**config.mk**
```make
export PLATFORM = sky130hd
export DESIGN_NAME = ber_tlv_header_walker_core
export DESIGN_NICKNAME = d
export VERILOG_FILES = /design/src/design/btlv_pkg.sv /design/src/design/ber_tlv_header_walker_core.sv
export SDC_FILE = /design/constraint.sdc
export NUM_CORES = 1
export LEC_CHECK = 0
export ABC_AREA = 1
export BUFFER_PORTS_ARGS = -buffer_cell sky130_fd_sc_hd__buf_4
export CORE_MARGIN = 1.5
export CORE_UTILIZATION = 25
export DETAILED_ROUTE_END_ITERATION = 12
export PLACE_DENSITY_LB_ADDON = 0.1
export SYNTH_ARGS = -nofsm -noshare
export SYNTH_HDL_FRONTEND = slang
export SYNTH_SLANG_ARGS = --single-unit
```
**constraint.sdc**
```tcl
create_clock -name clock -period 12.5 [get_ports clock]
set_input_delay 2.5 -clock clock [delete_from_list [all_inputs] [get_ports clock]]
set_output_delay 2.5 -clock clock [all_outputs]
set_load 0.02 [all_outputs]
```
**src/design/btlv_pkg.sv**
```systemverilog
// Shared types and constants for the BER TLV header walker.
package btlv_pkg;

   // Parse phase of the current element
   typedef enum logic [2:0] {
      PH_TAG0  = 3'd0,
      PH_TAGN  = 3'd1,
      PH_LEN0  = 3'd2,
      PH_LENX  = 3'd3,
      PH_CONT  = 3'd4,
      PH_INDEF = 3'd5,
      PH_HALT  = 3'd6
   } phase_type;

   // Result status codes
   typedef enum logic [1:0] {
      ST_OK     = 2'd0,
      ST_BADTAG = 2'd1,
      ST_BADLEN = 2'd2,
      ST_TRUNC  = 2'd3
   } status_type;

   // Register indexes on the configuration port
   localparam logic REG_TARGET_TAG = 1'b0;

   localparam int TAG_W    = 24;
   localparam int CLEN_W   = 16;
   localparam int ESIZE_W  = 17;
   localparam int HDR_W    = 3;
   localparam int RSP_W    = 72;
   localparam int CSR_AW   = 3;

   localparam logic [7:0]  TAG_MULTI_MASK = 8'h1F;
   localparam logic [7:0]  LEN_INDEF      = 8'h80;
   localparam logic [1:0]  TAG_MAX_BYTES  = 2'd3;
   localparam logic [1:0]  LEN_MAX_BYTES  = 2'd2;
   localparam logic [ESIZE_W-1:0] INDEF_LIMIT = 17'd65537;

endpackage

```
**src/design/ber_tlv_header_walker_core.sv**
```systemverilog
// Datapath: an accepted item passes through the input register, then the result register;
//   an item that ends no element gives no result.
// Throughput: one byte per cycle, set by the state update between the two registers;
//   a held result stalls the input only when the input register is also full.
// Reset (synchronous, active high) clears the parse state to "expecting first tag byte",
//   empties both registers and sets target_tag to zero.
module ber_tlv_header_walker_core (
   input  logic        clock,
   input  logic        reset,
   // input stream
   input  logic        req_tvalid,
   output logic        req_tready,
   input  logic [7:0]  req_tdata,   // [7:0] data_byte
   input  logic [0:0]  req_tuser,   // [0] region_start
   input  logic        req_tlast,   // region_end
   // result stream
   output logic        rsp_tvalid,
   input  logic        rsp_tready,
   // [23:0] tag_raw, [25:24] tag_bytes, [27:26] length_bytes, [43:28] content_length,
   // [44] indefinite, [61:45] element_size, [62] tag_match, [64:63] status, [71:65] zero
   output logic [71:0] rsp_tdata,
   // configuration port
   input  logic        csr_psel,
   input  logic        csr_penable,
   input  logic        csr_pwrite,
   input  logic [2:0]  csr_paddr,
   input  logic [31:0] csr_pwdata,
   output logic [31:0] csr_prdata,
   output logic        csr_pready
);

   // Configuration register
   logic [23:0] target_tag_ff;
   logic        csr_reg_idx;

   // Input register
   logic        in_valid_ff;
   logic [7:0]  in_byte_ff;
   logic        in_start_ff;
   logic        in_end_ff;

   // Parse state
   btlv_pkg::phase_type phase_ff, phase_in, cur_phase;
   logic [23:0] tag_acc_ff, tag_acc_in;
   logic [1:0]  tag_count_ff, tag_count_in;
   logic [1:0]  len_left_ff, len_left_in;
   logic [15:0] len_acc_ff, len_acc_in;
   logic [16:0] cont_count_ff, cont_count_in;
   logic        zero_seen_ff, zero_seen_in;
   logic        indef_ff, indef_in;
   logic [2:0]  hdr_count_ff, hdr_count_in;

   // Result formation
   logic                   emit;
   btlv_pkg::status_type   status;
   logic [15:0]            clen;
   logic [2:0]             len_bytes_full;
   logic [16:0]            elem_size;
   logic                   match;
   logic [71:0]            rsp_data_in;

   // Result register
   logic        rsp_valid_ff;
   logic [71:0] rsp_data_ff;

   logic        out_free;
   logic        proc;

   // Handshakes
   assign out_free   = !rsp_valid_ff || rsp_tready;
   assign proc       = in_valid_ff && out_free;
   assign req_tready = !in_valid_ff || proc;
   assign rsp_tvalid = rsp_valid_ff;
   assign rsp_tdata  = rsp_data_ff;

   // Configuration port
   assign csr_reg_idx = csr_paddr[2];
   assign csr_pready  = 1'b1;
   assign csr_prdata  = (csr_reg_idx == btlv_pkg::REG_TARGET_TAG) ?
                        {8'd0, target_tag_ff} : 32'd0;

   always_ff @(posedge clock) begin
      if (reset) begin
         target_tag_ff <= '0;
      end else if (csr_psel && csr_penable && csr_pwrite
                   && csr_reg_idx == btlv_pkg::REG_TARGET_TAG) begin
         target_tag_ff <= csr_pwdata[23:0];
      end
   end

   // Input register: load on accept, drop once processed
   always_ff @(posedge clock) begin
      if (reset) begin
         in_valid_ff <= 1'b0;
      end else if (req_tready) begin
         in_valid_ff <= req_tvalid;
      end
      if (req_tvalid && req_tready) begin
         in_byte_ff  <= req_tdata;
         in_start_ff <= req_tuser[0];
         in_end_ff   <= req_tlast;
      end
   end

   // Next parse state and result for the held byte
   always_comb begin
      phase_in      = phase_ff;
      tag_acc_in    = tag_acc_ff;
      tag_count_in  = tag_count_ff;
      len_left_in   = len_left_ff;
      len_acc_in    = len_acc_ff;
      cont_count_in = cont_count_ff;
      zero_seen_in  = zero_seen_ff;
      indef_in      = indef_ff;
      hdr_count_in  = hdr_count_ff;
      emit          = 1'b0;
      status        = btlv_pkg::ST_OK;
      clen          = '0;
      cur_phase     = phase_ff;

      // Restart on a region start
      if (in_start_ff) begin
         cur_phase     = btlv_pkg::PH_TAG0;
         tag_acc_in    = '0;
         tag_count_in  = '0;
         len_left_in   = '0;
         len_acc_in    = '0;
         cont_count_in = '0;
         zero_seen_in  = 1'b0;
         indef_in      = 1'b0;
         hdr_count_in  = '0;
      end

      case (cur_phase)
         btlv_pkg::PH_TAG0: begin
            tag_acc_in    = {16'd0, in_byte_ff};
            tag_count_in  = 2'd1;
            hdr_count_in  = 3'd1;
            len_left_in   = '0;
            len_acc_in    = '0;
            cont_count_in = '0;
            zero_seen_in  = 1'b0;
            indef_in      = 1'b0;
            if ((in_byte_ff & btlv_pkg::TAG_MULTI_MASK) == btlv_pkg::TAG_MULTI_MASK) begin
               phase_in = btlv_pkg::PH_TAGN;
            end else begin
               phase_in = btlv_pkg::PH_LEN0;
            end
         end
         btlv_pkg::PH_TAGN: begin
            tag_acc_in   = {tag_acc_ff[15:0], in_byte_ff};
            tag_count_in = tag_count_ff + 2'd1;
            hdr_count_in = hdr_count_ff + 3'd1;
            if (!in_byte_ff[7]) begin
               phase_in = btlv_pkg::PH_LEN0;
            end else if (tag_count_in == btlv_pkg::TAG_MAX_BYTES) begin
               emit     = 1'b1;
               status   = btlv_pkg::ST_BADTAG;
               phase_in = btlv_pkg::PH_HALT;
            end
         end
         btlv_pkg::PH_LEN0: begin
            hdr_count_in = hdr_count_ff + 3'd1;
            if (in_byte_ff == btlv_pkg::LEN_INDEF) begin
               indef_in      = 1'b1;
               zero_seen_in  = 1'b0;
               cont_count_in = '0;
               phase_in      = btlv_pkg::PH_INDEF;
            end else if (in_byte_ff[7]) begin
               if (in_byte_ff[6:0] > {5'd0, btlv_pkg::LEN_MAX_BYTES}) begin
                  emit     = 1'b1;
                  status   = btlv_pkg::ST_BADLEN;
                  phase_in = btlv_pkg::PH_HALT;
               end else begin
                  len_left_in = in_byte_ff[1:0];
                  len_acc_in  = '0;
                  phase_in    = btlv_pkg::PH_LENX;
               end
            end else begin
               len_acc_in    = {8'd0, in_byte_ff};
               cont_count_in = '0;
               if (in_byte_ff == 8'd0) begin
                  emit     = 1'b1;
                  phase_in = btlv_pkg::PH_TAG0;
               end else begin
                  phase_in = btlv_pkg::PH_CONT;
               end
            end
         end
         btlv_pkg::PH_LENX: begin
            hdr_count_in = hdr_count_ff + 3'd1;
            len_acc_in   = {len_acc_ff[7:0], in_byte_ff};
            if (len_left_ff != 2'd0) begin
               len_left_in = len_left_ff - 2'd1;
            end
            if (len_left_in == 2'd0) begin
               cont_count_in = '0;
               if (len_acc_in == 16'd0) begin
                  emit     = 1'b1;
                  phase_in = btlv_pkg::PH_TAG0;
               end else begin
                  phase_in = btlv_pkg::PH_CONT;
               end
            end
         end
         btlv_pkg::PH_CONT: begin
            cont_count_in = cont_count_ff + 17'd1;
            if (cont_count_in >= {1'b0, len_acc_ff}) begin
               emit     = 1'b1;
               clen     = len_acc_ff;
               phase_in = btlv_pkg::PH_TAG0;
            end
         end
         btlv_pkg::PH_INDEF: begin
            cont_count_in = cont_count_ff + 17'd1;
            if (in_byte_ff == 8'd0 && zero_seen_ff) begin
               emit     = 1'b1;
               clen     = cont_count_in[15:0] - 16'd2;
               phase_in = btlv_pkg::PH_TAG0;
            end else if (cont_count_in >= btlv_pkg::INDEF_LIMIT) begin
               emit     = 1'b1;
               status   = btlv_pkg::ST_BADLEN;
               phase_in = btlv_pkg::PH_HALT;
            end else begin
               zero_seen_in = (in_byte_ff == 8'd0);
            end
         end
         default: begin
            phase_in = btlv_pkg::PH_HALT;
         end
      endcase

      // Region end: report truncation if inside an element, then halt
      if (in_end_ff) begin
         if (!emit && phase_in != btlv_pkg::PH_TAG0 && phase_in != btlv_pkg::PH_HALT) begin
            emit   = 1'b1;
            status = btlv_pkg::ST_TRUNC;
         end
         phase_in = btlv_pkg::PH_HALT;
      end

      if (status != btlv_pkg::ST_OK) begin
         clen = '0;
      end
   end

   // Pack the result fields
   assign len_bytes_full = hdr_count_in - {1'b0, tag_count_in};
   assign elem_size      = {14'd0, hdr_count_in} + cont_count_in;
   assign match          = (status == btlv_pkg::ST_OK) && (tag_acc_in == target_tag_ff);
   assign rsp_data_in    = {7'd0, status, match, elem_size, indef_in, clen,
                            len_bytes_full[1:0], tag_count_in, tag_acc_in};

   // Parse state register: advance once per processed byte
   always_ff @(posedge clock) begin
      if (reset) begin
         phase_ff      <= btlv_pkg::PH_TAG0;
         tag_acc_ff    <= '0;
         tag_count_ff  <= '0;
         len_left_ff   <= '0;
         len_acc_ff    <= '0;
         cont_count_ff <= '0;
         zero_seen_ff  <= 1'b0;
         indef_ff      <= 1'b0;
         hdr_count_ff  <= '0;
      end else if (proc) begin
         phase_ff      <= phase_in;
         tag_acc_ff    <= tag_acc_in;
         tag_count_ff  <= tag_count_in;
         len_left_ff   <= len_left_in;
         len_acc_ff    <= len_acc_in;
         cont_count_ff <= cont_count_in;
         zero_seen_ff  <= zero_seen_in;
         indef_ff      <= indef_in;
         hdr_count_ff  <= hdr_count_in;
      end
   end

   // Result register: hold until taken
   always_ff @(posedge clock) begin
      if (reset) begin
         rsp_valid_ff <= 1'b0;
      end else if (out_free) begin
         rsp_valid_ff <= proc && emit;
      end
      if (proc && emit) begin
         rsp_data_ff <= rsp_data_in;
      end
   end

endmodule

```
==> flow_summary.yaml <==
placed_design:
  place_congestion: 0.8328
  dp_hpwl_microns: 21050
  port_buffers: 132
  dp_slack_ns: 6.988
  placed_cell_area_sq_um: 10710
floorplanning:
  die-area_sq_um: 38560
  start_util: 0.2547
  row_count: 70
  io_pins: 159
  core_area_sq_um: 36700
  die-width_microns: 196.4
  die_y_microns: 196.4
final_layout:
  multiInputGateArea_sq_um: 4184
  seq_area_sq_um: 4154
  final.fill_count: 3921
  final_cell_mix: "nand2_1, inv_1, buf_4, nor2_1, o21ai_0"
  nets: 1407
  area_growth_pct: 20.56
  n_antenna_cell: 0
  final_common_cell: "nand2_1"
  final_area_sq_um: 11270
  drive_above_1_share: 0.1699
power:
  vdd_drop_max_mv: 0.07662
  powerDensity_nw_per_um2: 118.7
  p_leak_uw: 0.004854
worst_setup_path:
  crit_arrival_ns: 3.02
  worst-path-max-fanout: 25
  cp_cell_sequence: "buf_4 -> nor2_1 -> buf_4"
  crit_top_cell: "buf_4"
  worstSetupPathType: "in -> out"
  cp-end-kind: "primary output"
  crit_slowest_cell: "buf_4"
  cpPeakStageDelay_ns: 0.20
  rrSetupSlack_ns: 7.52
  worstSetupStartpointType: "input port"
  critPathRequiredTime_ns: 10.00
run_status:
  status: "complete, no violations"
routing:
  wl_per_cell_microns: 15.89
  final_antenna_net_count: 0
  initialDrtViolationCount: 416
  vias: 8061
  routed_wl_microns: 28760
  post_drt_via_cell_ratio: 4.454
  drt_first_pass_iters: 5
  drcViolationCount: 0
synthesis:
  syn_inst: 1220
  yosysWarnings: 0
  synth_cell_types: 49
  async_flop_share: 0
  synth_flop_cell: "dfxtp_1"
  syn_avg_cell_area_sq_um: 7.662
  synth_edf_count: 75
  ys_seq_elements: 170
  syn_area_sq_um: 9348
  seq_area_frac_synth: 0.4444
global_route:
  grtUsageTotal: 0.1518
  antenna_found_initial: 0
  grt_pass1_vias: 7815
  grt_pass1_wl_microns: 44620
  globalRouteOverflowTotal: 0
  grt_max_degree: 84
clock_network:
  cts.sinks: 170
  clockBufferDepth: 2
  cts.clk_slew.worst_paths_ns: 0.07
  root_buffer: "clkbuf_16"
  cts_setup_buffers: 0
  ctsResizeCount: 0
  h-tree-depth: 4
  cts_tree: "yes"
  cts_inserted_buffers: 17
  hold_buffers: 0
  clk_latency_ns: 0.45
sta:
  worstMarginPinSlew_ns: 1.264
  finalHoldViolations: 0
  max_freq_mhz: 181.1
  timing.final.crit_share: 0.4416
  finalSetupViolCount: 0
  tns_ns: 0
  grt_setup_unrepaired: "no"
  whs_ns: 0.4621
  final_max_slew_viol_count: 0
  clock_skew_ns: 0.01429
  finalCriticalPeriod_ns: 5.520
  relSlewSlack: 0.1505
  fin_ws_ns: 6.980
run:
  max-cap-violations: 0
hold_path:
  holdCritPathClass: "reg -> reg"
==> state kept, by name, summed over array words and instances, names as in the netlist <==
name,flops
cont_count_ff,17
hdr_count_ff,3
in_byte_ff,8
in_end_ff,1
in_start_ff,1
in_valid_ff,1
indef_ff,1
len_acc_ff,16
len_left_ff,2
phase_ff,3
rsp_tdata,65
rsp_tvalid,1
tag_acc_ff,24
tag_count_ff,2
target_tag_ff,24
zero_seen_ff,1
==> layout make-up <==
| cell class | instances | area share |
|---|---|---|
| clock buffer | 17 | 0.03775 |
| tap | 468 | 0.05196 |
| clock inverter | 15 | 0.01221 |
| timing repair buffer | 136 | 0.09060 |
| multi-input combinational | 801 | 0.3713 |
| inverter | 203 | 0.06761 |
| sequential | 170 | 0.3686 |
==> logic make-up after synthesis <==
group | count (synthesis) | synth area share
compound gates | 269 | 0.1543
flops | 170 | 0.4444
other cells | 2 | 0.0008034
simple gates | 456 | 0.2186
fa+ha+maj | 26 | 0.03560
buf+inv | 263 | 0.1144
xor+xnor | 34 | 0.03186
==> per-layer routing <==
| layer | GRT usage | wire (microns) | share of wire |
|---|---|---|---|
| met1 | 0.1994 | 13730 | 0.48 |
| met4 | 0.04957 | 439 | 0.015 |
| met2 | 0.2473 | 13470 | 0.47 |
| met5 | 0 | 0 | 0 |
| met3 | 0.03303 | 1117 | 0.039 |
==> synthesized netlist by cell type (2+ instances only) <==
cell type  count  area [sq um]
o21ai_0      123         615.6
nor2_4         6         67.56
dfxtp_1       95          1902
o21bai_1       2         15.01
xor2_1        27         236.5
o21ai_1       11         55.05
ha_1          25         312.8
nand4_1        8         50.05
nor2_1       124         465.5
xnor2_1        7         61.31
inv_2         10         37.54
nand3_1       70         350.3
buf_2          7         35.03
nor3_1        11         55.05
nand3b_1       4         30.03
buf_4         16         120.1
o21ai_2        5         43.79
clkbuf_2       2         10.01
nand2_1      194         728.2
nor2_2        11         68.82
edfxtp_1      75          2252
conb_1         2         7.510
a22oi_1        2         15.01
clkbuf_1      33         123.9
a31oi_1        2         12.51
o22ai_1        7         43.79
o221ai_1       5         43.79
nand2_2       14         87.58
a21oi_1      100         500.5
nand3_2        9         90.09
inv_1        192         720.7
a211oi_1       4         30.03
==> stage by stage <==
step           instances    util  power (uW)
6_report            1810  0.3071        1338
5_1_grt             1810  0.3071        1408
4_1_cts             1810  0.3071        1363
3_5_place_dp        1778  0.2917       824.8
3_3_place_gp        1778  0.2917       823.8
2_1_floorplan       1234       -       760.7
==> worst max-delay path, delay by kind of cell <==
family        cells  cell delay (ns)
buf+inv           2             0.36
simple gates      1             0.16
==> path summary, 6_finish.rpt <==
| check | startpoint | end | cells past startpoint |
|---|---|---|---|
| max | csr_paddr[2] | csr_prdata[12] | 3 |
| min | len_acc_ff[13]$_SDFFE_PP0P_ | len_acc_ff[13]$_SDFFE_PP0P_ | 2 |
| max reg2reg | cont_count_ff[0]$_SDFFE_PP0P_ | rsp_tdata[29]$_SDFFCE_PP0P_ | 24 |
| min reg2reg | len_acc_ff[13]$_SDFFE_PP0P_ | len_acc_ff[13]$_SDFFE_PP0P_ | 2 |
==> power breakdown <==
part,internal (uW),switching [uW],total (uW)
Sequential,606,16.9,622
Combinational,60.9,126,187
Clock,278,251,529
(Power assumes the default switching activity.)
